==> src/hw/rtl/assert_macros.svh <==
`ifndef ASSERT_MACROS_SVH
`define ASSERT_MACROS_SVH

// Concurrent check on clk, held off while arst_n is low.
`define ASSERT_CLK(label, prop, msg) \
	label: assert property (@(posedge clk) disable iff (!arst_n) prop) else $error(msg);

// Implication check on clk, held off while arst_n is low.
`define ASSERT_IMPL(label, pre, post, msg) \
	`ASSERT_CLK(label, (pre) |-> (post), msg)

`endif

==> src/hw/rtl/ceacc_pkg.sv <==
package ceacc_pkg;

	localparam int NUM_CHANNELS = 32;
	localparam int CH_IDX_W     = (NUM_CHANNELS > 1) ? $clog2(NUM_CHANNELS) : 1;
	localparam int CHAN_W       = 5;
	localparam int CODE_W       = 32;
	localparam int VAL_W        = 24;
	localparam int SUM_W        = 32;
	localparam int TIME_W       = 32;

	localparam logic REQ_POINT = 1'b0;
	localparam logic REQ_EOE   = 1'b1;

	typedef enum logic [1:0] {
		ST_IDLE,
		ST_PT_UPD,
		ST_SC_RD,
		ST_SC_EMIT
	} state_t;

	typedef struct packed {
		logic [SUM_W-1:0] energy;
		logic [SUM_W-1:0] fast;
		logic [SUM_W-1:0] slow;
	} sums_t;

	function automatic logic [SUM_W-1:0] sat_add(input logic [SUM_W-1:0] a,
			input logic [VAL_W-1:0] b);
		logic [SUM_W:0] s;
		s = {1'b0, a} + {{(SUM_W + 1 - VAL_W){1'b0}}, b};
		return s[SUM_W] ? {SUM_W{1'b1}} : s[SUM_W-1:0];
	endfunction

endpackage

==> src/hw/rtl/channel_energy_accumulator.sv <==
// Point beat: stays in ST_IDLE when it changes no sums; otherwise read, then add and write back (ST_PT_UPD).
// End-of-event beat: accepted in ST_IDLE; the scan then visits each channel in ST_SC_RD up to and
// including the highest filled channel, and emits a hit in ST_SC_EMIT for each filled one; the hit
// output register stalls the scan while a hit waits to be taken.
// With channel 0 filled, the first hit goes through ST_SC_RD and ST_SC_EMIT into the output register.
// Reset (arst_n low) clears all sums through per-channel valid bits, the event time and the output
// valid flag; the end of each event clears the sums and the event time the same way, not the output.
`include "assert_macros.svh"

module channel_energy_accumulator import ceacc_pkg::*; (
	input  logic                clk,
	input  logic                arst_n,
	input  logic                in_valid,
	output logic                in_ready,
	input  logic                req_type,
	input  logic [CHAN_W-1:0]   channel,
	input  logic [CODE_W-1:0]   particle_code,
	input  logic [VAL_W-1:0]    energy_loss,
	input  logic [VAL_W-1:0]    fast_light,
	input  logic [VAL_W-1:0]    slow_light,
	input  logic [TIME_W-1:0]   point_time,
	output logic                out_valid,
	input  logic                out_ready,
	output logic [CHAN_W-1:0]   hit_channel,
	output logic [SUM_W-1:0]    energy_sum,
	output logic [SUM_W-1:0]    fast_sum,
	output logic [SUM_W-1:0]    slow_sum,
	output logic [TIME_W-1:0]   hit_time,
	output logic                last_hit
);

	state_t state_q, state_d;

	logic [NUM_CHANNELS-1:0] valid_q;
	logic [CH_IDX_W-1:0]     idx_q;
	logic [TIME_W-1:0]       event_time_q;

	sums_t                   mem [NUM_CHANNELS];
	sums_t                   rd_data_s1;
	logic [CH_IDX_W-1:0]     rd_addr;

	logic [CH_IDX_W-1:0]     pt_addr_s1;
	logic [VAL_W-1:0]        pt_de_s1;
	logic [VAL_W-1:0]        pt_fa_s1;
	logic [VAL_W-1:0]        pt_sl_s1;

	logic                    out_valid_q;
	logic [CHAN_W-1:0]       hit_channel_q;
	sums_t                   hit_sums_q;
	logic [TIME_W-1:0]       hit_time_q;
	logic                    last_hit_q;

	logic                    in_acc;
	logic                    pt_take;
	logic                    ch_ok;
	logic                    pt_do;
	logic [NUM_CHANNELS-1:0] rest;
	logic                    rest_none;
	logic                    is_last;
	logic                    out_free;
	logic                    mem_we;
	logic                    out_load;
	logic                    idx_inc;
	logic                    scan_done;
	sums_t                   old_sums;
	sums_t                   new_sums;

	assign in_acc   = in_valid && in_ready;
	assign ch_ok    = (32'(channel) < 32'(NUM_CHANNELS));
	assign pt_take  = in_acc && (req_type == REQ_POINT) && (particle_code != '0);
	assign pt_do    = pt_take && (energy_loss != '0) && ch_ok;

	// Filled channels at or above the scan index.
	assign rest      = valid_q >> idx_q;
	assign rest_none = (rest == '0);
	assign is_last   = ((rest >> 1) == '0);
	assign out_free  = !out_valid_q || out_ready;

	assign old_sums        = valid_q[pt_addr_s1] ? rd_data_s1 : '0;
	assign new_sums.energy = sat_add(old_sums.energy, pt_de_s1);
	assign new_sums.fast   = sat_add(old_sums.fast, pt_fa_s1);
	assign new_sums.slow   = sat_add(old_sums.slow, pt_sl_s1);

	always_comb begin
		state_d = state_q;
		unique case (state_q)
			ST_IDLE: begin
				if (in_acc) begin
					if (req_type == REQ_EOE)
						state_d = ST_SC_RD;
					else if (pt_do)
						state_d = ST_PT_UPD;
				end
			end
			ST_PT_UPD: state_d = ST_IDLE;
			ST_SC_RD: begin
				if (rest_none)
					state_d = ST_IDLE;
				else if (valid_q[idx_q])
					state_d = ST_SC_EMIT;
			end
			ST_SC_EMIT: begin
				if (out_free)
					state_d = is_last ? ST_IDLE : ST_SC_RD;
			end
			default: state_d = ST_IDLE;
		endcase
	end

	always_comb begin
		in_ready  = 1'b0;
		rd_addr   = idx_q;
		mem_we    = 1'b0;
		out_load  = 1'b0;
		idx_inc   = 1'b0;
		scan_done = 1'b0;
		unique case (state_q)
			ST_IDLE: begin
				in_ready = 1'b1;
				rd_addr  = CH_IDX_W'(channel);
			end
			ST_PT_UPD: mem_we = 1'b1;
			ST_SC_RD: begin
				scan_done = rest_none;
				idx_inc   = !rest_none && !valid_q[idx_q];
			end
			ST_SC_EMIT: begin
				out_load  = out_free;
				idx_inc   = out_free && !is_last;
				scan_done = out_free && is_last;
			end
			default: ;
		endcase
	end

	always_ff @(posedge clk or negedge arst_n) begin
		if (!arst_n) begin
			state_q      <= ST_IDLE;
			valid_q      <= '0;
			idx_q        <= '0;
			event_time_q <= '0;
			out_valid_q  <= 1'b0;
		end else begin
			state_q <= state_d;
			// drop every sum and the event time once the scan is through
			if (scan_done) begin
				valid_q      <= '0;
				event_time_q <= '0;
				idx_q        <= '0;
			end else begin
				if (mem_we)
					valid_q[pt_addr_s1] <= 1'b1;
				if (pt_take)
					event_time_q <= point_time;
				if (idx_inc)
					idx_q <= idx_q + CH_IDX_W'(1);
			end
			if (out_load)
				out_valid_q <= 1'b1;
			else if (out_ready)
				out_valid_q <= 1'b0;
		end
	end

	// Sum memory: one read port with registered data, one write port.
	always_ff @(posedge clk) begin
		rd_data_s1 <= mem[rd_addr];
		if (mem_we)
			mem[pt_addr_s1] <= new_sums;
	end

	always_ff @(posedge clk) begin
		if (in_acc) begin
			pt_addr_s1 <= CH_IDX_W'(channel);
			pt_de_s1   <= energy_loss;
			pt_fa_s1   <= fast_light;
			pt_sl_s1   <= slow_light;
		end
		if (out_load) begin
			hit_channel_q <= CHAN_W'(idx_q);
			hit_sums_q    <= rd_data_s1;
			hit_time_q    <= event_time_q;
			last_hit_q    <= is_last;
		end
	end

	assign out_valid   = out_valid_q;
	assign hit_channel = hit_channel_q;
	assign energy_sum  = hit_sums_q.energy;
	assign fast_sum    = hit_sums_q.fast;
	assign slow_sum    = hit_sums_q.slow;
	assign hit_time    = hit_time_q;
	assign last_hit    = last_hit_q;

	`ASSERT_IMPL(a_upd_after_idle, state_q == ST_PT_UPD, $past(state_q) == ST_IDLE, "update without accepted point")
	`ASSERT_IMPL(a_emit_filled, state_q == ST_SC_EMIT, valid_q[idx_q], "emit on empty channel")
	`ASSERT_CLK(a_done_clears, scan_done |=> (valid_q == '0) && (event_time_q == '0), "scan end did not clear")
	`ASSERT_IMPL(a_load_free, out_load, out_free, "hit loaded over a waiting hit")

endmodule
==> config.mk <==
export PLATFORM = sky130hd
export DESIGN_NAME = channel_energy_accumulator
export DESIGN_NICKNAME = d
export VERILOG_FILES = /design/src/hw/rtl/ceacc_pkg.sv /design/src/hw/rtl/channel_energy_accumulator.sv
export VERILOG_INCLUDE_DIRS = /design/src /design/src/hw/rtl
export SDC_FILE = /design/constraint.sdc
export NUM_CORES = 2
export LEC_CHECK = 0
export BUFFER_PORTS_ARGS = -buffer_cell sky130_fd_sc_hd__buf_2
export CAP_MARGIN = 20
export CORE_ASPECT_RATIO = 0.6
export CORE_UTILIZATION = 55
export DETAILED_ROUTE_END_ITERATION = 16
export GPL_ROUTABILITY_DRIVEN = 0
export PLACE_DENSITY_LB_ADDON = 0.12
export SETUP_SLACK_MARGIN = 0.15
export SLEW_MARGIN = 10
export SYNTH_ARGS = -nofsm -noshare
export SYNTH_HDL_FRONTEND = slang
export SYNTH_SLANG_ARGS = --single-unit
==> constraint.sdc <==
create_clock -name clk -period 13.51 [get_ports clk]
set_clock_uncertainty 0.05 [all_clocks]
set_input_delay 0.6755 -clock clk [delete_from_list [all_inputs] [get_ports clk]]
set_output_delay 0.6755 -clock clk [all_outputs]
set_load 0.01 [all_outputs]
==> out/metrics.csv <==
metric;value;unit
status;complete, no violations;
grt_pass1_wl;523000;um
drive_gt1_frac;0.226;
path_class;flip-flop to flip-flop;
syn_avg_cell_area;18.8;sq um
path_depth;19;
cts_sinks;3451;
cpMostUsedCell;o21ai_0;
die_x;642;um
synthesis.area;0.135;sq mm
numCtsBuffers;309;
ys.warnings.count;0;
cts_resized;0;
ir_drop;0.000188;V
worstHoldStart;point_time[13];
hpwl;183000;um
track_usage;0.297;
initial_core_util;0.555;
fin_setup_tns;0;ns
drtPass1Iterations;7;
hold_violations;0;
cts_max_path_buffers;4;
timing.rr.start;pt_addr_s1[1];
crit_start;pt_addr_s1[1];
cp-end-kind;flip-flop;
path_cells;mux2i_1, o22ai_1, o21ai_0, o2111ai_4, buf_12, and2_1, ha_1, fa_1, a21oi_1, o21ai_0, a2111oi_0, buf_1, nor3_1, o21ai_0, a21oi_1, buf_4, nand3b_1, buf_4, nand3_1;
drt-total-wl;369000;um
post_cts_buffers;0;
vias;72700;
clock_latency;0.89;ns
routed_via_density;6.47;
ys_seq_elements;3451;
placed_cell_area;0.141;sq mm
fin_crit_sh;0.587;
min_path_cells;3;
cts_root_buffer;clkbuf_16;
max_stage_delay;0.97;ns
synth_nets;7432;
arrival;8.16;ns
period_minus_slack;7.93;ns
worstMarginPinSlew;1.18;ns
drc;0;
setup_viol;0;
slew_headroom;0.216;
ys_seq_area_frac;0.756;
crit_fanout;86;
required;13.75;ns
path_buf_inv;4;
power_leakage;50.5;nW
synthFlopType;edfxtp_1;
layout.nets;7945;
grt_setup_unrepaired;no;
areaGrowthSynthToFinish;12.7;%
dp.cells;10600;
h-tree-depth;5;
wire_per_inst;32.8;um
p_per_area;210;mW/mm^2
fp.dieH;386;um
synth_edf_count;3283;
ioPinCount;282;
synthCells;7210;
finalInstanceArea;0.152;sq mm
utilization;0.626;
synth_cell_types;87;
min_path_type;input port to flip-flop;
grt_pass1_vias;70800;
maxSlewViolCount;0;
grt_antenna_before_repair;6;
cts_tree;built;
grt_max_degree;139;
async_reset_ff_frac;0.0209;
layout_commonest_cell;edfxtp_1;
finalNonFillerCells;11200;
max_freq;0.126;GHz
cp_top_family;compound AO/OA/AOI/OAI gates;
startpoint_type;flip-flop;
worst_path_max_delay_cell;edfxtp_1;
clk_pin_slew_worst_paths;0.06;ns
rows;140;
first_iter_violations;10000;
io_buffer_count;281;
gr-total-overflow;0;
n_fill_cell;17100;
die_area;0.248;sq mm
reg2reg_depth;19;
final_cell_mix;edfxtp_1, nand2_1, mux4_2;
maxCapViolCount;0;
drtAntennaViolNets;0;
core_area;0.244;sq mm
==> final cells by class <==
cell class | count | area [sq um] | share of cell area
antenna | 8 | 20.0 | 0.000131
inverter | 32 | 120 | 0.000788
clock inverter | 133 | 1280 | 0.00841
tap | 3266 | 4090 | 0.0268
multi-input combinational | 3342 | 31700 | 0.208
sequential | 3451 | 102000 | 0.671
timing repair buffer | 587 | 4390 | 0.0288
clock buffer | 421 | 8570 | 0.0562
==> final timing paths <==
check,end,slack (ns)
worst min-delay path,event_time_q[13],0.06
worst max-delay path,mem[10][52],5.58
max in group asynchronous,valid_q[15],12.62
worst min register to register,energy_sum[5],0.38
min in group asynchronous,event_time_q[19],0.20
worst max register to register,mem[10][52],5.58
==> kinds of logic (layout without fill, tap and decap cells) <==
kind of cell | Yosys count | after routing | synth area share
flops | 3451 | 3451 | 0.756
simple gates | 1918 | 1918 | 0.0629
mux | 854 | 854 | 0.136
compound gates | 434 | 434 | 0.0207
buf+inv | 417 | 1173 | 0.0130
fa+ha+maj | 76 | 76 | 0.00720
xor+xnor | 60 | 60 | 0.00388
other cells | 0 | 8 | 0
==> layer usage <==
| metal | global-route usage | routed length (um) | up-vias |
|---|---|---|---|
| li1 | - | - | 29800 |
| met1 | 0.435 | 151000 | 38500 |
| met2 | 0.471 | 174000 | 3763 |
| met3 | 0.0485 | 33600 | 583 |
| met4 | 0.0808 | 10700 | 0 |
| met5 | 0 | 0 | - |
==> through the flow <==
stage,hold WS [ns],setup WS (ns),power [W]
2_1_floorplan,0.330,4.32,0.0206
3_3_place_gp,0.360,5.41,0.0231
3_5_place_dp,0.367,5.70,0.0233
4_1_cts,0.00652,5.70,0.0320
5_1_grt,0.0207,5.24,0.0332
6_report,0.0580,5.58,0.0319
==> cell usage after synthesis (16+ instances only) <==
cell type     n  area, sq um
edfxtp_1   3283        98600
mux2i_1      59          591
a211oi_1     20          150
buf_1        50          188
nand2_1     991         3720
nor2_2       18          113
o21ai_0     167          836
and2_1       83          519
buf_2        87          435
xnor2_1      26          228
ha_1         73          913
xor2_1       34          298
mux4_2      781        17600
nor4_1       16          100
nor3_1       20          100
and3_1       20          125
dfrtp_1      72         1800
inv_1        31          116
clkbuf_1    237          890
a21o_1       22          165
dfxtp_1      96         1920
a21oi_1      76          380
nand2b_1     20          125
nor2_1      176          661
nand3_1     502         2510
==> worst reg2reg max path: cells and delay by family, from the launching register on <==
| family | cells | cell delay [ns] |
|---|---|---|
| DFF | 1 | 0.97 |
| AOI/OAI and AO/OA | 8 | 2.44 |
| muxes | 1 | 0.42 |
| adders and majority gates | 2 | 0.67 |
| and+or+nand+nor | 4 | 1.49 |
| buffers and inverters | 4 | 1.29 |
==> state kept, by name (all words and copies together), names as in the netlist, 2 cells and up <==
signal / flops
hit_time: 32
slow_sum: 32
hit_channel: 5
pt_addr_s1: 5
mem: 3072
state_q: 2
valid_q: 32
event_time_q: 32
rd_data_s1: 96
fast_sum: 32
pt_de_s1: 24
pt_fa_s1: 24
energy_sum: 32
pt_sl_s1: 24
idx_q: 5
==> power breakdown <==
part / total, W / internal (W) / leakage [nW] / switching, W
clock network: 0.00874 / 0.00490 / 4.80 / 0.00384
logic: 0.00892 / 0.00342 / 14.4 / 0.00549
registers: 0.0143 / 0.0139 / 31.3 / 0.000361
total: 0.0319 / 0.0223 / 50.5 / 0.00969
==> what timing repair did <==
item                       4_1_cts  5_1_grt
setup endpoints to repair        0        0
hold endpoints to repair       178        0
hold buffers                   107        0
Note: power is estimated with default switching activity, not from simulation.
